<file path="src/dta_pkg.sv">
// Shared types and constants of the date and time adder.
`default_nettype none

package dta_pkg;

  // Largest increment that is added; larger ones are clamped to it.
  localparam int unsigned DELTA_MAX = 4095;

  // Largest year that is reported; larger years saturate with a flag.
  localparam int unsigned YEAR_MAX = 9999;

  // Working widths: time and day sums stay below 2**13, and the year
  // stays below 2**15 with every carry included.
  localparam int unsigned WORK_W = 13;
  localparam int unsigned YEAR_W = 15;
  localparam int unsigned Q_W    = 9;

  // Microprogram size and step counter width.
  localparam int unsigned UCODE_DEPTH = 12;
  localparam int unsigned UPC_W       = $clog2(UCODE_DEPTH);

  typedef enum logic [2:0] {
    UOP_NOP,
    UOP_QUOT,
    UOP_CARRY,
    UOP_LEAP,
    UOP_YEAR,
    UOP_MONTH,
    UOP_DONE
  } dta_op_t;

  typedef enum logic [1:0] {
    FSEL_SEC,
    FSEL_MIN,
    FSEL_HOUR,
    FSEL_MON
  } dta_fsel_t;

  typedef enum logic [1:0] {
    COND_NONE,
    COND_SPAN,
    COND_LEN
  } dta_cond_t;

  typedef struct packed {
    dta_op_t          op;
    dta_fsel_t        fsel;
    dta_cond_t        cond;
    logic [UPC_W-1:0] jmp;
  } dta_uword_t;

  typedef struct packed {
    logic day_gt_span;
    logic day_gt_len;
  } dta_stat_t;

  typedef struct packed {
    logic        [13:0] base_year;
    logic        [3:0]  base_month;
    logic        [4:0]  base_day;
    logic        [4:0]  base_hour;
    logic        [5:0]  base_minute;
    logic        [5:0]  base_second;
    logic signed [12:0] add_years;
    logic signed [12:0] add_months;
    logic signed [12:0] add_days;
    logic signed [12:0] add_hours;
    logic signed [12:0] add_minutes;
    logic signed [12:0] add_seconds;
  } dta_in_t;

  typedef struct packed {
    logic [13:0] year;
    logic [3:0]  month;
    logic [4:0]  day;
    logic [4:0]  hour;
    logic [5:0]  minute;
    logic [5:0]  second;
    logic        year_overflow;
  } dta_result_t;

endpackage

`default_nettype wire

</file>
<file path="src/date_time_adder_unit.sv">
// Top level of the date and time adder: handshake, sequencer and datapath.
//
// Each item carries a Gregorian date and time and six increments; a
// negative or zero increment leaves its field alone, and increments above
// DELTA_MAX are clamped. The result item holds the normalized date and
// time, with the year saturated at 9999 and out_year_overflow set when it
// would have gone past that. One item is worked on at a time: after it is
// accepted, a microprogram runs on a shared divide-by-constant unit and a
// day-walk unit. The day walk takes a whole year in two steps and then
// one month per step, so its length grows with the number of whole years
// and further months that the day count steps across. The last step
// also waits for as long as a previous result is still held in the
// output register. The result sits in that output register, so the next
// item is taken as soon as the microprogram finishes, even while the
// previous result still waits for out_ready.
`default_nettype none

module date_time_adder_unit (
  input  wire                clk,
  input  wire                rst_n,
  input  wire                in_valid,
  output logic               in_ready,
  input  wire         [13:0] in_base_year,
  input  wire         [3:0]  in_base_month,
  input  wire         [4:0]  in_base_day,
  input  wire         [4:0]  in_base_hour,
  input  wire         [5:0]  in_base_minute,
  input  wire         [5:0]  in_base_second,
  input  wire signed  [12:0] in_add_years,
  input  wire signed  [12:0] in_add_months,
  input  wire signed  [12:0] in_add_days,
  input  wire signed  [12:0] in_add_hours,
  input  wire signed  [12:0] in_add_minutes,
  input  wire signed  [12:0] in_add_seconds,
  output logic               out_valid,
  input  wire                out_ready,
  output logic        [13:0] out_year,
  output logic        [3:0]  out_month,
  output logic        [4:0]  out_day,
  output logic        [4:0]  out_hour,
  output logic        [5:0]  out_minute,
  output logic        [5:0]  out_second,
  output logic               out_year_overflow
);

  dta_pkg::dta_in_t     in_item;
  dta_pkg::dta_uword_t  uword;
  dta_pkg::dta_stat_t   stat;
  dta_pkg::dta_result_t result;
  dta_pkg::dta_result_t res_r;
  logic                 busy;
  logic                 done;
  logic                 start;
  logic                 out_free;
  logic                 out_valid_r;

  // A new item enters only while the microprogram is stopped.
  assign in_ready = !busy;
  assign start    = in_valid && in_ready;

  // The output register can take a result when it is empty or being read.
  assign out_free = !out_valid_r || out_ready;

  assign in_item.base_year   = in_base_year;
  assign in_item.base_month  = in_base_month;
  assign in_item.base_day    = in_base_day;
  assign in_item.base_hour   = in_base_hour;
  assign in_item.base_minute = in_base_minute;
  assign in_item.base_second = in_base_second;
  assign in_item.add_years   = in_add_years;
  assign in_item.add_months  = in_add_months;
  assign in_item.add_days    = in_add_days;
  assign in_item.add_hours   = in_add_hours;
  assign in_item.add_minutes = in_add_minutes;
  assign in_item.add_seconds = in_add_seconds;

  dta_sequencer u_seq (
    .clk      (clk),
    .rst_n    (rst_n),
    .start    (start),
    .out_free (out_free),
    .stat     (stat),
    .uword    (uword),
    .busy     (busy),
    .done     (done)
  );

  dta_datapath u_dp (
    .clk     (clk),
    .load    (start),
    .in_item (in_item),
    .uword   (uword),
    .stat    (stat),
    .result  (result)
  );

  // The final step of the microprogram waits here until the output
  // register is free, then hands the result over.
  always_ff @(posedge clk) begin
    if (!rst_n) begin
      out_valid_r <= 1'b0;
    end else if (done) begin
      out_valid_r <= 1'b1;
    end else if (out_ready) begin
      out_valid_r <= 1'b0;
    end
  end

  always_ff @(posedge clk) begin
    if (done) begin
      res_r <= result;
    end
  end

  assign out_valid         = out_valid_r;
  assign out_year          = res_r.year;
  assign out_month         = res_r.month;
  assign out_day           = res_r.day;
  assign out_hour          = res_r.hour;
  assign out_minute        = res_r.minute;
  assign out_second        = res_r.second;
  assign out_year_overflow = res_r.year_overflow;

`ifndef SYNTHESIS
  // An accepted item keeps the block busy for at least the next cycle.
  a_busy_after_accept: assert property (@(posedge clk) disable iff (!rst_n)
    (in_valid && in_ready) |=> !in_ready)
    else $error("input taken again right after an item was accepted");

  // A result only appears when the microprogram was running.
  a_result_from_run: assert property (@(posedge clk) disable iff (!rst_n)
    $rose(out_valid) |-> $past(busy))
    else $error("result appeared without a running microprogram");

  // A held result is never overwritten before it is taken.
  a_no_overwrite: assert property (@(posedge clk) disable iff (!rst_n)
    done |-> (!out_valid_r || out_ready))
    else $error("result register overwritten while still held");

  // Every result has month, hour, minute and second in range and a day of at least 1.
  a_normalized: assert property (@(posedge clk) disable iff (!rst_n)
    out_valid |-> (out_month >= 4'd1 && out_month <= 4'd12 && out_day >= 5'd1 &&
                   out_hour < 5'd24 && out_minute < 6'd60 && out_second < 6'd60))
    else $error("result not normalized");

  // The overflow flag is raised only together with a saturated year.
  a_overflow_sat: assert property (@(posedge clk) disable iff (!rst_n)
    (out_valid && out_year_overflow) |-> (out_year == 14'(dta_pkg::YEAR_MAX)))
    else $error("overflow flag without a saturated year");
`endif

endmodule

`default_nettype wire

</file>
<file path="src/dta_sequencer.sv">
// Microprogram store and step counter of the date and time adder.
`default_nettype none

module dta_sequencer (
  input  wire                  clk,
  input  wire                  rst_n,
  input  wire                  start,
  input  wire                  out_free,
  input  wire dta_pkg::dta_stat_t stat,
  output dta_pkg::dta_uword_t  uword,
  output logic                 busy,
  output logic                 done
);

  localparam logic [dta_pkg::UPC_W-1:0] STEP_START = dta_pkg::UPC_W'(0);
  localparam logic [dta_pkg::UPC_W-1:0] STEP_LEAP  = dta_pkg::UPC_W'(8);
  localparam logic [dta_pkg::UPC_W-1:0] STEP_MONTH = dta_pkg::UPC_W'(10);

  localparam dta_pkg::dta_uword_t NOP_WORD =
    '{dta_pkg::UOP_NOP, dta_pkg::FSEL_SEC, dta_pkg::COND_NONE, STEP_START};

  // Divide and carry seconds, minutes, hours and months, then walk the days
  // a whole year at a time and finally a month at a time.
  localparam dta_pkg::dta_uword_t UCODE [dta_pkg::UCODE_DEPTH] = '{
    '{dta_pkg::UOP_QUOT,  dta_pkg::FSEL_SEC,  dta_pkg::COND_NONE, STEP_START},
    '{dta_pkg::UOP_CARRY, dta_pkg::FSEL_SEC,  dta_pkg::COND_NONE, STEP_START},
    '{dta_pkg::UOP_QUOT,  dta_pkg::FSEL_MIN,  dta_pkg::COND_NONE, STEP_START},
    '{dta_pkg::UOP_CARRY, dta_pkg::FSEL_MIN,  dta_pkg::COND_NONE, STEP_START},
    '{dta_pkg::UOP_QUOT,  dta_pkg::FSEL_HOUR, dta_pkg::COND_NONE, STEP_START},
    '{dta_pkg::UOP_CARRY, dta_pkg::FSEL_HOUR, dta_pkg::COND_NONE, STEP_START},
    '{dta_pkg::UOP_QUOT,  dta_pkg::FSEL_MON,  dta_pkg::COND_NONE, STEP_START},
    '{dta_pkg::UOP_CARRY, dta_pkg::FSEL_MON,  dta_pkg::COND_NONE, STEP_START},
    '{dta_pkg::UOP_LEAP,  dta_pkg::FSEL_SEC,  dta_pkg::COND_NONE, STEP_START},
    '{dta_pkg::UOP_YEAR,  dta_pkg::FSEL_SEC,  dta_pkg::COND_SPAN, STEP_LEAP},
    '{dta_pkg::UOP_MONTH, dta_pkg::FSEL_SEC,  dta_pkg::COND_LEN,  STEP_MONTH},
    '{dta_pkg::UOP_DONE,  dta_pkg::FSEL_SEC,  dta_pkg::COND_NONE, STEP_START}
  };

  logic [dta_pkg::UPC_W-1:0] upc_r, upc_nxt;
  logic                      run_r, run_nxt;
  dta_pkg::dta_uword_t       cw;
  logic                      taken;

  always_comb begin
    cw    = UCODE[upc_r];
    taken = 1'b0;
    unique case (cw.cond)
      dta_pkg::COND_NONE: taken = 1'b0;
      dta_pkg::COND_SPAN: taken = stat.day_gt_span;
      dta_pkg::COND_LEN:  taken = stat.day_gt_len;
      default:            taken = 1'b0;
    endcase
  end

  always_comb begin
    upc_nxt = upc_r;
    run_nxt = run_r;
    done    = 1'b0;
    if (start) begin
      upc_nxt = STEP_START;
      run_nxt = 1'b1;
    end else if (run_r) begin
      if (cw.op == dta_pkg::UOP_DONE) begin
        if (out_free) begin
          run_nxt = 1'b0;
          done    = 1'b1;
        end
      end else if (taken) begin
        upc_nxt = cw.jmp;
      end else begin
        upc_nxt = upc_r + 1'b1;
      end
    end
  end

  always_ff @(posedge clk) begin
    if (!rst_n) begin
      upc_r <= STEP_START;
      run_r <= 1'b0;
    end else begin
      upc_r <= upc_nxt;
      run_r <= run_nxt;
    end
  end

  assign uword = run_r ? cw : NOP_WORD;
  assign busy  = run_r;

endmodule

`default_nettype wire

</file>
<file path="src/dta_datapath.sv">
// Working registers and arithmetic of the date and time adder.
`default_nettype none

module dta_datapath (
  input  wire                  clk,
  input  wire                  load,
  input  wire dta_pkg::dta_in_t    in_item,
  input  wire dta_pkg::dta_uword_t uword,
  output dta_pkg::dta_stat_t   stat,
  output dta_pkg::dta_result_t result
);

  localparam int unsigned W  = dta_pkg::WORK_W;
  localparam int unsigned YW = dta_pkg::YEAR_W;
  localparam int unsigned QW = dta_pkg::Q_W;
  localparam int unsigned PW = W + 14;

  // Exact reciprocals for every value below 2**13.
  localparam logic [13:0] RECIP_60 = 14'd8739;
  localparam logic [13:0] RECIP_24 = 14'd10923;
  localparam logic [13:0] RECIP_12 = 14'd10923;
  localparam logic [4:0]  SHIFT_60 = 5'd19;
  localparam logic [4:0]  SHIFT_24 = 5'd18;
  localparam logic [4:0]  SHIFT_12 = 5'd17;

  // A year is a multiple of 25 when its product with the inverse of 25
  // modulo 2**15 falls at or below this limit.
  localparam logic [YW-1:0] INV_25 = YW'(23593);
  localparam logic [YW-1:0] LIM_25 = YW'(1310);

  function automatic logic [11:0] clamp_inc(input logic signed [12:0] v);
    if (v[12]) begin
      return 12'd0;
    end else if ({5'd0, v[11:0]} > 17'(dta_pkg::DELTA_MAX)) begin
      return 12'(dta_pkg::DELTA_MAX);
    end else begin
      return v[11:0];
    end
  endfunction

  function automatic logic is_leap(input logic [YW-1:0] y);
    logic [YW-1:0] p;
    logic          div25;
    p     = YW'(y * INV_25);
    div25 = (p <= LIM_25);
    return (y[1:0] == 2'd0) && (!div25 || (y[3:0] == 4'd0));
  endfunction

  function automatic logic [4:0] month_len(input logic [3:0] m, input logic leap);
    unique case (m)
      4'd2:                      return leap ? 5'd29 : 5'd28;
      4'd4, 4'd6, 4'd9, 4'd11:   return 5'd30;
      default:                   return 5'd31;
    endcase
  endfunction

  logic [YW-1:0] year_r;
  logic [W-1:0]  mon_r, day_r, hour_r, min_r, sec_r;
  logic [QW-1:0] q_r;
  logic          leap_r, leap_nx_r;

  logic [W-1:0]  src;
  logic [13:0]   recip;
  logic [4:0]    shamt;
  logic [5:0]    divisor;
  logic [PW-1:0] prod;
  logic [QW-1:0] q_nxt;
  logic [W-1:0]  rem;
  logic [8:0]    span;
  logic [4:0]    mlen;
  logic [3:0]    base_mon;
  logic [4:0]    base_day;

  always_comb begin
    src     = sec_r;
    recip   = RECIP_60;
    shamt   = SHIFT_60;
    divisor = 6'd60;
    unique case (uword.fsel)
      dta_pkg::FSEL_SEC: begin
        src = sec_r;
      end
      dta_pkg::FSEL_MIN: begin
        src = min_r;
      end
      dta_pkg::FSEL_HOUR: begin
        src     = hour_r;
        recip   = RECIP_24;
        shamt   = SHIFT_24;
        divisor = 6'd24;
      end
      dta_pkg::FSEL_MON: begin
        src     = mon_r;
        recip   = RECIP_12;
        shamt   = SHIFT_12;
        divisor = 6'd12;
      end
      default: begin
        src = sec_r;
      end
    endcase
    prod  = PW'(src) * PW'(recip);
    q_nxt = QW'(prod >> shamt);
    rem   = src - (W'(q_r) * W'(divisor));
  end

  // Days from this month to the same month a year on: February of this
  // year counts when the walk starts in January or February.
  always_comb begin
    span = 9'd365 + {8'd0, (mon_r <= W'(2)) ? leap_r : leap_nx_r};
    mlen = month_len(mon_r[3:0], leap_r);
    stat.day_gt_span = day_r > W'(span);
    stat.day_gt_len  = day_r > W'(mlen);
  end

  assign base_mon = (in_item.base_month == 4'd0) ? 4'd1 : in_item.base_month;
  assign base_day = (in_item.base_day == 5'd0) ? 5'd1 : in_item.base_day;

  always_ff @(posedge clk) begin
    if (load) begin
      year_r <= YW'(in_item.base_year) + YW'(clamp_inc(in_item.add_years));
      mon_r  <= W'(base_mon) + W'(clamp_inc(in_item.add_months)) - W'(1);
      day_r  <= W'(base_day) + W'(clamp_inc(in_item.add_days));
      hour_r <= W'(in_item.base_hour) + W'(clamp_inc(in_item.add_hours));
      min_r  <= W'(in_item.base_minute) + W'(clamp_inc(in_item.add_minutes));
      sec_r  <= W'(in_item.base_second) + W'(clamp_inc(in_item.add_seconds));
    end else begin
      unique case (uword.op)
        dta_pkg::UOP_QUOT: begin
          q_r <= q_nxt;
        end
        dta_pkg::UOP_CARRY: begin
          unique case (uword.fsel)
            dta_pkg::FSEL_SEC: begin
              sec_r <= rem;
              min_r <= min_r + W'(q_r);
            end
            dta_pkg::FSEL_MIN: begin
              min_r  <= rem;
              hour_r <= hour_r + W'(q_r);
            end
            dta_pkg::FSEL_HOUR: begin
              hour_r <= rem;
              day_r  <= day_r + W'(q_r);
            end
            dta_pkg::FSEL_MON: begin
              // The month register holds month minus one until here.
              mon_r  <= rem + W'(1);
              year_r <= year_r + YW'(q_r);
            end
            default: begin
            end
          endcase
        end
        dta_pkg::UOP_LEAP: begin
          leap_r    <= is_leap(year_r);
          leap_nx_r <= is_leap(year_r + YW'(1));
        end
        dta_pkg::UOP_YEAR: begin
          if (stat.day_gt_span) begin
            day_r  <= day_r - W'(span);
            year_r <= year_r + YW'(1);
          end
        end
        dta_pkg::UOP_MONTH: begin
          if (stat.day_gt_len) begin
            day_r <= day_r - W'(mlen);
            if (mon_r == W'(12)) begin
              // The next-year flag is not read again after the year walk.
              mon_r  <= W'(1);
              year_r <= year_r + YW'(1);
              leap_r <= leap_nx_r;
            end else begin
              mon_r <= mon_r + W'(1);
            end
          end
        end
        default: begin
        end
      endcase
    end
  end

  always_comb begin
    if (year_r > YW'(dta_pkg::YEAR_MAX)) begin
      result.year          = 14'(dta_pkg::YEAR_MAX);
      result.year_overflow = 1'b1;
    end else begin
      result.year          = year_r[13:0];
      result.year_overflow = 1'b0;
    end
    result.month  = mon_r[3:0];
    result.day    = day_r[4:0];
    result.hour   = hour_r[4:0];
    result.minute = min_r[5:0];
    result.second = sec_r[5:0];
  end

endmodule

`default_nettype wire

</file>
<file path="config.mk">
export PLATFORM = sky130hd
export DESIGN_NAME = date_time_adder_unit
export DESIGN_NICKNAME = d
export VERILOG_FILES = /design/src/dta_pkg.sv /design/src/date_time_adder_unit.sv /design/src/dta_sequencer.sv /design/src/dta_datapath.sv
export SDC_FILE = /design/constraint.sdc
export NUM_CORES = 1
export LEC_CHECK = 0
export BUFFER_PORTS_ARGS = -buffer_cell sky130_fd_sc_hd__buf_2
export CAP_MARGIN = 10
export CORE_ASPECT_RATIO = 1.5
export CORE_MARGIN = 3
export CORE_UTILIZATION = 60
export CTS_BUF_LIST = sky130_fd_sc_hd__clkbuf_4 sky130_fd_sc_hd__clkbuf_8
export CTS_CLUSTER_DIAMETER = 100
export DETAILED_ROUTE_END_ITERATION = 8
export PLACE_DENSITY = 0.82
export SLEW_MARGIN = 20
export SYNTH_ARGS = -nofsm -noshare
export SYNTH_HDL_FRONTEND = slang
export SYNTH_SLANG_ARGS = --single-unit
</file>
<file path="constraint.sdc">
create_clock -name clk -period 15.8 [get_ports clk]
set_input_delay 3.16 -clock clk [delete_from_list [all_inputs] [get_ports clk]]
set_output_delay 3.16 -clock clk [all_outputs]
set_load 0.02 [all_outputs]
</file>
Word-level counts from Yosys, hierarchy flattened
Memories as Yosys holds them, arrays and structs flattened.
Index checks and enable logic that the tools add are counted.
W data, S select, Z words.
{"block": "classes", "magnitude_cmp": 7, "n_reduce_logical": 38, "shifts": 1, "n_mux": 65, "n_eq_ne": 24, "add_sub_neg": 19, "multipliers": 4, "bitwise": 4}
{"cell": "$mux W13", "count": 15}
{"cell": "$mux W12", "count": 13}
{"cell": "$pmux W13 S2", "count": 3}
{"cell": "$mux W15", "count": 5}
{"cell": "$pmux W13 S4", "count": 1}
{"cell": "$pmux W15 S3", "count": 1}
{"cell": "$add A13 B9 Y13", "count": 3}
{"cell": "$pmux W13 S3", "count": 1}
{"cell": "$mux W11", "count": 3}
{"cell": "$le A15 B11 Y1 const B", "count": 2}
{"cell": "$mul A15 B15 Y15 const B", "count": 2}
{"cell": "$mul A13 B14 Y27", "count": 1}
{"cell": "$shr A27 B5 Y9", "count": 1}
{"cell": "$add A13 B1 Y13 const B", "count": 2}
{"cell": "$add A5 B12 Y13", "count": 2}
{"cell": "$add A6 B12 Y13", "count": 2}
{"cell": "$add A14 B12 Y15", "count": 1}
{"cell": "$add A15 B1 Y15 const B", "count": 1}
{"cell": "$add A15 B9 Y15", "count": 1}
{"cell": "$gt A15 B14 Y1 const B", "count": 1}
{"cell": "$mux W1", "count": 15}
{"cell": "$add A4 B12 Y13", "count": 1}
{"cell": "$eq A13 B4 Y1 const B", "count": 1}
{"cell": "$gt A13 B5 Y1", "count": 1}
{"cell": "other kinds (45)", "count": 83}
{"block": "totals", "out_inout_bits": 43, "inputBits": 122, "rom_bits": 176, "register_bits": 138, "word_cells": 182, "n_memories": 1}
{"memory": "(name not given)", "words": 16, "word_bits": 11, "read_ports": 1, "rd_ports_with_merged_regs": 0, "write_ports": 0, "line": "dta_sequencer.sv:45", "rtl": "cw = UCODE[upc_r];"}

Longest topological paths before layout
Gate-level depths: netlist of the first run.
{"block": "depth", "ltp_word": 13, "depth_mapped": 25, "mapped_depth_nobuf": 23}

Hierarchy
From an unflattened synthesis of the first run, not the netlist that was laid out.
{"block": "unflattened", "hier_cells": 2208, "hier_area_um2": 19760.2}
{"mod": "dta_datapath", "area_each_um2": 17961.0, "instances": 1, "seq_area_each_um2": 2732.6, "cells_each": 2098}
{"mod": "date_time_adder_unit", "area_each_um2": 1290.0, "instances": 1, "seq_area_each_um2": 1251.2, "cells_each": 47}
{"mod": "dta_sequencer", "area_each_um2": 509.2, "instances": 1, "seq_area_each_um2": 100.1, "cells_each": 63}

Least setup slack after synthesis of the first run
No wires, ideal clock.
{"block": "synth_timing", "path_kind": "reg2reg", "start": "register u_seq.upc_r[1] (netlist bit)", "end": "register u_dp.q_r[7] (data pin)", "stages_incl_launch_ff": 26, "required_ns": 15.533, "slack_ns": 9.310, "arrival_time_ns": 6.223, "synth_period_minus_slack_ns": 6.490, "setup_ns": 0.267, "path_buffers": 2, "cell_sequence": "dfxtp_1 -> buf_6 -> inv_4 -> nor4_4 -> clkbuf_1 -> a221o_1 -> ha_1 -> and2_1 -> nor2_1 -> ha_1 -> or2_2 -> fa_1 -> inv_1 -> fa_1 -> fa_1 -> inv_1 -> ha_1 -> and3_1 -> a221oi_1 -> o221ai_1 -> nor3_1 -> a21oi_1 -> o41a_1 -> a31oi_1 -> mux2i_1 -> o31ai_1"}
{"block": "synth_between", "elab_chain_len": 10, "word_cells_on_any_way": 15, "classes_between": "mul: 1; eq/ne: 3; shift: 1; mux: 6; bitwise: 1; reduce/logical: 2; memory: 1"}
{"item": "start: declaration", "line": "dta_sequencer.sv:39", "rtl": "logic [dta_pkg::UPC_W-1:0] upc_r, upc_nxt;"}
{"item": "start signal: assignment", "line": "dta_sequencer.sv:81", "rtl": "upc_r <= upc_nxt;"}
{"item": "$not A4 Y5 (implied by the code) *", "line": "dta_sequencer.sv:45"}
{"item": "$mem_v2 Z16 W11 *"}
{"item": "$mux W11 (implied by the code) * (2 in a row)", "line": "dta_sequencer.sv:45"}
{"item": "$mux W11 *", "line": "dta_sequencer.sv:86", "rtl": "assign uword = run_r ? cw : NOP_WORD;"}
{"item": "$eq A2 B2 Y1", "line": "dta_datapath.sv:79", "rtl": "unique case (uword.fsel)"}
{"item": "$reduce_or A2 Y1 (no line)"}
{"item": "$mux W12", "line": "dta_datapath.sv:79"}
{"item": "$mul A13 B14 Y27", "line": "dta_datapath.sv:102", "rtl": "prod = PW'(src) * PW'(recip);"}
{"item": "$shr A27 B5 Y9 *", "line": "dta_datapath.sv:103", "rtl": "q_nxt = QW'(prod >> shamt);"}
{"item": "via u_dp.q_nxt[7]", "line": "dta_datapath.sv:67", "rtl": "logic [QW-1:0] q_nxt;"}
{"item": "end signal: assignment", "line": "dta_datapath.sv:130", "rtl": "q_r <= q_nxt;"}
{"item": "end: declaration", "line": "dta_datapath.sv:59", "rtl": "logic [QW-1:0] q_r;"}
Mark *: on every way through the listed nets, which the timed path passes. The rest lies on a longest branch. The select of a mux whose other input is x is not followed.
A chain may end at the register's enable or synchronous reset.

Worst setup path after layout of the first run
{"block": "layout_timing", "start": "register u_seq.run_r, in the netlist u_seq.busy", "end": "register u_dp.q_r[7] (data pin)"}
{"block": "layout_between", "elab_chain_len": 6, "word_cells_on_any_way": 11, "classes_between": "mul: 1; eq/ne: 3; shift: 1; mux: 4; reduce/logical: 2"}
{"item": "start: declaration", "line": "dta_sequencer.sv:40", "rtl": "logic run_r, run_nxt;"}
{"item": "start signal: assignment", "line": "dta_sequencer.sv:82", "rtl": "run_r <= run_nxt;"}
{"item": "$mux W11 *", "line": "dta_sequencer.sv:86"}
{"item": "$eq A2 B2 Y1", "line": "dta_datapath.sv:79"}
{"item": "$reduce_or A2 Y1 (no line)"}
{"item": "$mux W12", "line": "dta_datapath.sv:79"}
{"item": "$mul A13 B14 Y27", "line": "dta_datapath.sv:102"}
{"item": "$shr A27 B5 Y9 *", "line": "dta_datapath.sv:103"}
{"item": "via u_dp.q_nxt[7]", "line": "dta_datapath.sv:67"}
Mark *: on every way through the listed nets, which the timed path passes. The rest lies on a longest branch.

==> flow_summary.json, run 1 <==
{
  "numClockSinks": 138,
  "arrival_ns": 7.67,
  "worstPathCellList": "nor2b_1 -> and2_1 -> nand2_1 -> nand2_1 -> and2_1 -> nor2_1 -> ha_1 -> or2_2 -> fa_1 -> inv_1 -> fa_1 -> fa_1 -> inv_1 -> ha_1 -> and3_1 -> a221oi_1 -> o221ai_1 -> nor3_1 -> a21oi_1 -> o41a_1 -> a31oi_1 -> mux2i_1 -> o31ai_1",
  "cts_tree": "built",
  "cts-resized-gates": 0,
  "antenna_found_initial": 0,
  "final_antenna_net_count": 0,
  "synth_top_area_cell": "edfxtp_1",
  "critPathLaunchType": "flip-flop",
  "die_w_um": 153,
  "hold_class": "reg2reg",
  "port_buffers": 164,
  "synth_edf_count": 132,
  "cts_setup_buffers": 0,
  "syn-num-nets": 2747,
  "reg2reg_to": "u_dp.q_r[7]",
  "path_clk_slew_ns": 0.10,
  "final.setup.tns_ns": 0,
  "ys_seq_area_share_pct": 21.0,
  "yosysWarningCount": 0,
  "h-tree-depth": 4,
  "utilization_pct": 66.1,
  "finalSetupViolCount": 0,
  "drt_pre_antenna_iters": 6,
  "cts-buffers-inserted": 17,
  "rsz0062_at_grt": "no",
  "dp_worst_setup_slack_ns": 8.50,
  "drive_gt1_share_pct": 10.6,
  "reg2reg_depth": 23,
  "hold_end": "out_day[0]",
  "max_cap_viol_count": 0,
  "syn_inst": 2201,
  "root_buffer": "clkbuf_8",
  "r2r_slack_ns": 8.39,
  "insertion_delay_ns": 0.52,
  "drc": 0,
  "synthTopCellsByArea": "edfxtp_1 (20%), ha_1 (20%), fa_1 (11%)",
  "skew_ns": 0.0213,
  "ys_types": 82,
  "wire_per_inst_um": 19.6,
  "grt-ovfl-total": 0,
  "synth.avg_cell_area_sq_um": 8.84,
  "outcome": "complete, no violations",
  "cp.required_ns": 16.06,
  "grtUsageTotal_pct": 31.1,
  "grt_max_degree": 54,
  "maxClockFrequency_mhz": 135,
  "place_hpwl_um": 43600,
  "io_pins": 165,
  "row_count": 80,
  "netlist.area_leader.share_pct": 20.4,
  "postRouteWirelength_um": 54100,
  "nNetsFinal": 2888,
  "max_stage_delay_ns": 0.66,
  "min_delay_path_depth": 0,
  "syn_to_final_growth_pct": 8.47,
  "vias_per_cell": 6.05,
  "crit_slowest_cell": "dfxtp_1",
  "grt_pass1_wl_um": 85500,
  "worst_setup_path_end_kind": "flip-flop",
  "whs_ns": 0.513,
  "drt_iter0_drc": 1260,
  "path_max_fanout": 17,
  "slew_headroom_pct": 27.0,
  "grt_pass1_vias": 16900,
  "worst_slack_ns": 8.39,
  "yosys_most_used_dff": "edfxtp_1",
  "min_period_ns": 7.41,
  "fin_crit_sh_pct": 46.9,
  "place.gp.congestion": 1.09,
  "tightest_slew_ns": 1.09,
  "start_util_pct": 60.9,
  "hp-start": "u_dp.day_r[0]",
  "die-area_sq_um": 34700,
  "cp_common_cell": "fa_1",
  "synth-seq-cells": 138,
  "cts_buffer_depth": 2,
  "cts_hold_buf": 0,
  "vias": 16700,
  "die_y_um": 227,
  "hold_violations": 0,
  "core_sq_um": 31900,
  "async_reset_ff_share_pct": 0,
  "slew_viol_final": 0,
  "critPathKind": "reg2reg",
  "syn_area_sq_um": 19500,
  "reg2reg_from": "u_seq.busy"
}
[routing by layer]
| layer | GRT usage [%] | vias up | wire [um] |
|---|---|---|---|
| li1 | - | 7866 | - |
| met1 | 32.7 | 7932 | 18600 |
| met2 | 56.6 | 697 | 27900 |
| met3 | 4.62 | 233 | 3390 |
| met4 | 22.1 | 0 | 4340 |
| met5 | 0 | - | 0 |
[cell families (layout without fill, tap and decap cells)]
group                      after synthesis  in the layout  synth area share [%]
DFF                                    138            138                  21.0
AOI/OAI and AO/OA                      451            451                  15.2
adders and majority gates              424            424                  31.5
and+or+nand+nor                        553            553                  14.4
other                                    0              1                     0
buffers and inverters                  426            580                  8.30
muxes                                   25             25                  1.32
xor gates and xnor gates               184            184                  8.28
[state kept, by name, summed over array words and instances, names as in the netlist, 6 cells and up]
| name | cells |
|---|---|
| u_dp.year_r | 15 |
| u_dp.sec_r | 13 |
| u_dp.hour_r | 13 |
| u_dp.mon_r | 13 |
| u_dp.q_r | 9 |
| out_minute | 6 |
| u_dp.min_r | 13 |
| out_year | 14 |
| out_second | 6 |
| u_dp.day_r | 13 |
[cells in the mapped netlist (4+ instances only)]
master and count:
xnor2_1 126, a211o_1 4, o21bai_1 12, xor2_1 58, a221oi_1 13, clkbuf_1 55
a31oi_1 18, a21o_1 31, o22ai_1 13, or3_1 14, inv_1 363, or4_1 4
dfxtp_1 6, a2111oi_0 5, mux2i_1 20, a211oi_1 27, a21oi_1 123, o21ai_0 91
nor2_1 133, and3_1 10, nor2b_1 62, nand4_1 20, o221ai_1 13, fa_1 110
ha_1 314, a21boi_0 10, nand2_1 131, o211ai_1 10, nand2b_1 38, or2_2 9
a22oi_1 11, a221o_1 12, o31ai_1 11, nor3_1 34, nor4_1 8, nand3b_1 8
o21a_1 14, and2_1 23, edfxtp_1 132, nand3_1 39
[how the worst max path moves through the flow]
stage / startpoint / to
global route: u_seq.busy / u_dp.q_r[7]
floorplan: u_seq.upc_r[1] / u_dp.q_r[7]
global placement: u_seq.upc_r[1] / u_dp.q_r[7]
finish: u_seq.busy / u_dp.q_r[7]
CTS: u_seq.upc_r[1] / u_dp.q_r[7]
detailed placement: u_seq.upc_r[1] / u_dp.q_r[7]
[cells in the final DEF, fill, tap and decap left out, types with 23 or more instances in the layout]
| cell | netlist | layout |
|---|---|---|
| o21ai_0 | 91 | 91 |
| and2_1 | 23 | 23 |
| buf_2 | 2 | 164 |
| xnor2_1 | 126 | 126 |
| nand2_1 | 131 | 130 |
| xor2_1 | 58 | 58 |
| inv_1 | 363 | 363 |
| ha_1 | 314 | 314 |
| nor3_1 | 34 | 34 |
| a211oi_1 | 27 | 26 |
| a21o_1 | 31 | 31 |
| a21oi_1 | 123 | 123 |
| nand2b_1 | 38 | 38 |
| nand3_1 | 39 | 39 |
| edfxtp_1 | 132 | 132 |
| nor2_1 | 133 | 133 |
| nor2b_1 | 62 | 61 |
| fa_1 | 110 | 110 |
[per-stage QoR]
step / cells / area [sq um]
global route: 2765 / 21100
floorplan: 2201 / 19500
CTS: 2765 / 21100
detailed placement: 2733 / 20700
finish: 2766 / 21100
global placement: 2733 / 20700
[critical path: cells and delay by family (launching register included)]
kind	cells	cell delay, ns
DFF	1	0.66
AOI/OAI and AO/OA	6	1.52
muxes	1	0.25
buffers and inverters	2	0.11
and+or+nand+nor	9	2.51
adders and majority gates	5	2.08
[cell type report]
type,instances,area [sq um]
flip-flops and latches,138,4080
clock inverters,13,144
clock buffers,19,249
well taps,410,513
inverters,364,1370
fillers,2625,10800
multi-input cells,1637,13800
diodes,1,2.50
repair buffers,184,971
Power of run 1 is left out: the tool's default activity adds up to more than one toggle a clock period on the data nets, which glitch-free logic cannot reach.
==> run 2: changes to the inputs <==
--- a/config.mk
+++ b/config.mk
@@ -9,7 +9,7 @@
 export CAP_MARGIN = 10
 export CORE_ASPECT_RATIO = 1.5
 export CORE_MARGIN = 3
-export CORE_UTILIZATION = 60
+export CORE_UTILIZATION = 57
 export CTS_BUF_LIST = sky130_fd_sc_hd__clkbuf_4 sky130_fd_sc_hd__clkbuf_8
 export CTS_CLUSTER_DIAMETER = 100
 export DETAILED_ROUTE_END_ITERATION = 8
==> constraint.sdc (replaced) <==
create_clock -name clk -period 6.1 [get_ports clk]
set_input_delay 1.22 -clock clk [delete_from_list [all_inputs] [get_ports clk]]
set_output_delay 1.22 -clock clk [all_outputs]
set_load 0.02 [all_outputs]
==> flow_summary.json, run 2 (synthesized netlist as in run 1, its figures left out) <==
{
  "io_pins": 165,
  "port_buffers": 164,
  "antenna_found_initial": 2,
  "start_util_pct": 58.0,
  "postRouteWirelength_um": 58000,
  "final_common_cell": "inv_1",
  "grt_pass1_wl_um": 89500,
  "slew_viol_final": 0,
  "place.gp.congestion": 1.05,
  "fin_area_sq_um": 22000,
  "wl_met3_um": 2950,
  "drt_iter0_drc": 1268,
  "grtUsageTotal_pct": 31.6,
  "grt_pass1_vias": 17400,
  "insertion_delay_ns": 0.53,
  "hold_end": "out_day[0]",
  "reg2reg_to": "u_dp.q_r[7]",
  "tightest_slew_ns": 1.01,
  "hold_violations": 0,
  "wire_per_inst_um": 20.3,
  "min_delay_path_depth": 0,
  "nNetsFinal": 2963,
  "r2r_slack_ns": 0.10,
  "regMostFlops": "u_dp.year_r",
  "wl_met1_um": 20000,
  "reg2reg_depth": 22,
  "row_count": 82,
  "drc": 0,
  "skew_ns": 0.0212,
  "cp_common_cell": "fa_1",
  "place_hpwl_um": 47300,
  "h-tree-depth": 4,
  "rsz0062_at_grt": "yes",
  "grt_max_degree": 37,
  "critPathLaunchType": "flip-flop",
  "die_y_um": 232,
  "outcome": "complete, no violations",
  "hold_class": "reg2reg",
  "cts-buffers-inserted": 17,
  "path_clk_slew_ns": 0.09,
  "hp-start": "u_dp.day_r[0]",
  "cts_buffer_depth": 2,
  "drt_pre_antenna_iters": 8,
  "numClockSinks": 138,
  "syn_to_final_growth_pct": 13.1,
  "placedInstanceArea_sq_um": 21300,
  "cp.required_ns": 6.37,
  "drive_gt1_share_pct": 15.1,
  "highest_layer": "met5",
  "max_stage_delay_ns": 0.56,
  "critPathKind": "reg2reg",
  "largest_register_ffs": 15,
  "maxClockFrequency_mhz": 167,
  "vias": 17100,
  "min_period_ns": 6.00,
  "layout_common_cells": "inv_1 (360), ha_1 (306), buf_2 (164), edfxtp_1 (132), nor2_1 (129)",
  "final_antenna_net_count": 0,
  "cts_tree": "built",
  "path_max_fanout": 6,
  "arrival_ns": 6.27,
  "core_sq_um": 33500,
  "crit_slowest_cell": "fa_1",
  "wl_met2_um": 29900,
  "max_cap_viol_count": 0,
  "die_w_um": 157,
  "root_buffer": "clkbuf_8",
  "vias_per_cell": 5.98,
  "die-area_sq_um": 36400,
  "finalSetupViolCount": 0,
  "grt-ovfl-total": 0,
  "worstPathCellList": "mux2i_2 -> nor2_1 -> a221o_1 -> ha_4 -> inv_1 -> fa_1 -> inv_1 -> fa_1 -> fa_1 -> inv_1 -> fa_1 -> inv_2 -> ha_4 -> a21o_1 -> a221oi_4 -> o221ai_2 -> nor3_2 -> a21oi_4 -> o41a_1 -> a31oi_2 -> mux2i_1 -> o31ai_1",
  "fin_crit_sh_pct": 98.4,
  "reg2reg_from": "u_seq.upc_r[1]",
  "worst_setup_path_end_kind": "flip-flop",
  "slew_headroom_pct": 32.5
}
-- run 2: cell count changes in the layout (fill, tap and decap cells not counted), sizes merged --
cell	previous run	this run
clkbuf	19	17
buf	184	259
inv	367	373
clkinvlp	4	1
clkinv	4	3
-- run 2: repair_timing --
action                                  in CTS  in global routing
setup buffers                                1                  7
hold buffers                                 0                  0
endpoints found under the setup margin       5                  9
pin swaps                                    3                  9
resized for setup                            6                 41
-- run 2: cell type report --
| type | count | area, sq um |
|---|---|---|
| diodes | 1 | 2.50 |
| clock buffers | 17 | 234 |
| clock inverters | 15 | 178 |
| fillers | 2708 | 11500 |
| inverters | 364 | 1370 |
| multi-input cells | 1637 | 14000 |
| flip-flops and latches | 138 | 4090 |
| well taps | 420 | 526 |
| repair buffers | 259 | 1570 |
-- run 2: how the worst max path moves through the flow --
stage	start	to	slack (ns)	cells past startpoint
2_1_floorplan	u_seq.upc_r[1]	u_dp.q_r[7]	0.007	25
3_3_place_gp	u_seq.upc_r[1]	u_dp.q_r[7]	0.05	22
3_5_place_dp	u_seq.upc_r[1]	u_dp.q_r[7]	-0.06	22
4_1_cts	u_seq.upc_r[1]	u_dp.q_r[7]	0.006	22
5_1_grt	u_seq.upc_r[1]	u_dp.q_r[7]	-0.05	22
6_report	u_seq.upc_r[1]	u_dp.q_r[7]	0.10	22
-- run 2: per-stage QoR --
step                      TNS [ns]  hold slack, ns  setup WS (ns)  util (%)  instances
after floorplan                  0           0.427        0.00661         -       2201
after global placement           0           0.492         0.0525      63.5       2810
after detailed placement    -0.159           0.478        -0.0604      63.5       2810
after CTS                        0           0.509        0.00562      64.8       2843
after global routing        -0.189           0.528        -0.0492      65.6       2851
final                            0           0.505          0.100      65.6       2851
-- run 2: critical path: cells and delay by family, from the launching register on --
family                     cells  cell delay [ns]
DFF                            1             0.46
adders and majority gates      6             2.61
AOI/OAI and AO/OA              8             1.67
muxes                          2             0.49
buffers and inverters          4             0.22
and+or+nand+nor                2             0.29
-- run 2: per-layer routing --
metal	up-vias	global-route usage, %
met5	-	0
met1	8084	32.4
met4	2	24.0
met2	687	57.3
li1	8027	-
met3	259	4.23
Power of run 2 is left out for the same reason.
==> run 3: changes to the inputs <==
--- a/config.mk
+++ b/config.mk
@@ -5,7 +5,7 @@
 export SDC_FILE = /design/constraint.sdc
 export NUM_CORES = 1
 export LEC_CHECK = 0
-export BUFFER_PORTS_ARGS = -buffer_cell sky130_fd_sc_hd__buf_2
+export BUFFER_PORTS_ARGS = -buffer_cell sky130_fd_sc_hd__buf_4
 export CAP_MARGIN = 10
 export CORE_ASPECT_RATIO = 1.5
 export CORE_MARGIN = 3
@@ -14,6 +14,7 @@
 export CTS_CLUSTER_DIAMETER = 100
 export DETAILED_ROUTE_END_ITERATION = 8
 export PLACE_DENSITY = 0.82
+export REMOVE_ABC_BUFFERS = 1
 export SLEW_MARGIN = 20
 export SYNTH_ARGS = -nofsm -noshare
 export SYNTH_HDL_FRONTEND = slang
==> flow_summary.json, run 3 (synthesized netlist as in run 1, its figures left out) <==
{
  "wire_per_inst_um": 20.3,
  "grt-ovfl-total": 0,
  "syn_to_final_growth_pct": 17.7,
  "regMostFlops": "u_dp.year_r",
  "cts-buffers-inserted": 17,
  "reg2reg_from": "u_seq.busy",
  "dp_worst_setup_slack_ns": -0.217,
  "cts_tree": "built",
  "grtUsageTotal_pct": 32.3,
  "antenna_found_initial": 1,
  "highest_layer": "met4",
  "nNetsFinal": 3028,
  "die-area_sq_um": 36400,
  "tightest_slew_ns": 0.858,
  "core_sq_um": 33500,
  "io_pins": 165,
  "utilization_pct": 68.2,
  "hold_class": "reg2reg",
  "final_antenna_net_count": 0,
  "r2r_slack_ns": 0.08,
  "h-tree-depth": 4,
  "wl_met1_um": 20300,
  "row_count": 82,
  "skew_ns": 0.0195,
  "final.setup.tns_ns": 0,
  "critPathLaunchType": "flip-flop",
  "fin_crit_sh_pct": 98.7,
  "min_delay_path_depth": 0,
  "outcome": "complete, no violations",
  "grt_pass1_wl_um": 91300,
  "drive_gt1_share_pct": 17.6,
  "hold_end": "out_second[3]",
  "max_cap_viol_count": 0,
  "largest_register_ffs": 15,
  "path_max_fanout": 11,
  "hold_violations": 0,
  "wl_met3_um": 3440,
  "vias_per_cell": 5.98,
  "hp-start": "u_dp.sec_r[3]",
  "insertion_delay_ns": 0.51,
  "critPathKind": "reg2reg",
  "rsz0062_at_grt": "yes",
  "slew_viol_final": 0,
  "cts_buffer_depth": 2,
  "start_util_pct": 58.0,
  "path_clk_slew_ns": 0.08,
  "arrival_ns": 6.27,
  "final_common_cell": "inv_1",
  "cp.required_ns": 6.35,
  "drt_pre_antenna_iters": 5,
  "finalSetupViolCount": 0,
  "place_hpwl_um": 48600,
  "layout_common_cells": "inv_1 (355), buf_4 (314), ha_1 (301), edfxtp_1 (132), nor2_1 (130)",
  "drc": 0,
  "vias": 17400,
  "place.gp.congestion": 1.00,
  "grt_max_degree": 80,
  "reg2reg_to": "u_dp.q_r[7]",
  "reg2reg_depth": 26,
  "min_period_ns": 6.02,
  "numClockSinks": 138,
  "grt_pass1_vias": 17900,
  "slew_headroom_pct": 41.3,
  "maxClockFrequency_mhz": 166,
  "postRouteWirelength_um": 59100,
  "drt_iter0_drc": 1094,
  "die_w_um": 157,
  "worst_slack_ns": 0.0786,
  "root_buffer": "clkbuf_8",
  "worst_setup_path_end_kind": "flip-flop",
  "port_buffers": 164,
  "wl_met2_um": 30400,
  "die_y_um": 232
}
==> run 3: cell types whose count changed in the layout (fill, tap and decap cells not counted), moves of 5 or more <==
cell,change
buf_2,-163
inv_8,-5
inv_2,+5
buf_6,+5
ha_1,-5
buf_4,+224
inv_1,-5
==> run 3: per-layer routing <==
metal | up-vias | GRT usage (%)
li1 | 8152 | -
met1 | 8323 | 33.5
met2 | 711 | 58.2
met3 | 260 | 4.87
met4 | 0 | 23.1
met5 | - | 0
==> run 3: layout make-up <==
type	count	area, sq um
clock buffer	20	256
sequential	138	4090
tap	420	526
multi-input combinational	1637	14100
inverter	364	1370
timing repair buffer	324	2470
fill	2640	10700
clock inverter	11	98.8
antenna	1	2.50
==> run 3: worst max-delay path by stage <==
stage,startpoint,to,slack (ns),cells after the start
after global routing,u_seq.busy,u_dp.q_r[7],-0.14,24
after floorplan,u_seq.upc_r[1],u_dp.q_r[7],-0.91,23
after detailed placement,u_seq.upc_r[1],u_dp.q_r[7],-0.22,23
after CTS,u_seq.upc_r[1],u_dp.q_r[5],0.0002,25
after global placement,u_seq.upc_r[1],u_dp.q_r[7],-0.08,23
final,u_seq.busy,u_dp.q_r[7],0.08,26
==> run 3: critical path, stage by stage, from the launching register on <==
cell	delay [ns]
dfxtp_1	0.32
buf_4	0.15
nand3b_1	0.14
buf_4	0.15
buf_4	0.10
buf_6	0.14
nor2_1	0.08
a221o_1	0.32
ha_1	0.35
ha_4	0.14
inv_1	0.05
fa_1	0.53
inv_1	0.05
fa_1	0.48
inv_1	0.06
fa_1	0.54
inv_1	0.08
ha_4	0.25
a21o_1	0.21
a221oi_4	0.31
o221ai_2	0.14
nor3_2	0.14
a21oi_2	0.09
o41a_1	0.37
a31oi_2	0.22
mux2i_1	0.24
o31ai_1	0.09
==> run 3: stage by stage <==
step / instance area (sq um) / hold WS (ns) / instances
finish: 22900 / 0.496 / 2915
floorplan: 19200 / 0.427 / 2139
global placement: 22100 / 0.483 / 2869
CTS: 22600 / 0.494 / 2905
global route: 22900 / 0.510 / 2914
detailed placement: 22100 / 0.464 / 2869
==> run 3: repair_timing <==
item                                    4_1_cts  5_1_grt
hold buffers                                  0        0
gates cloned                                  1        0
pin swaps                                    21       28
resized for setup                            26       39
endpoints found under the setup margin        6        8
setup buffers                                 4        9
Power of run 3 is left out for the same reason.
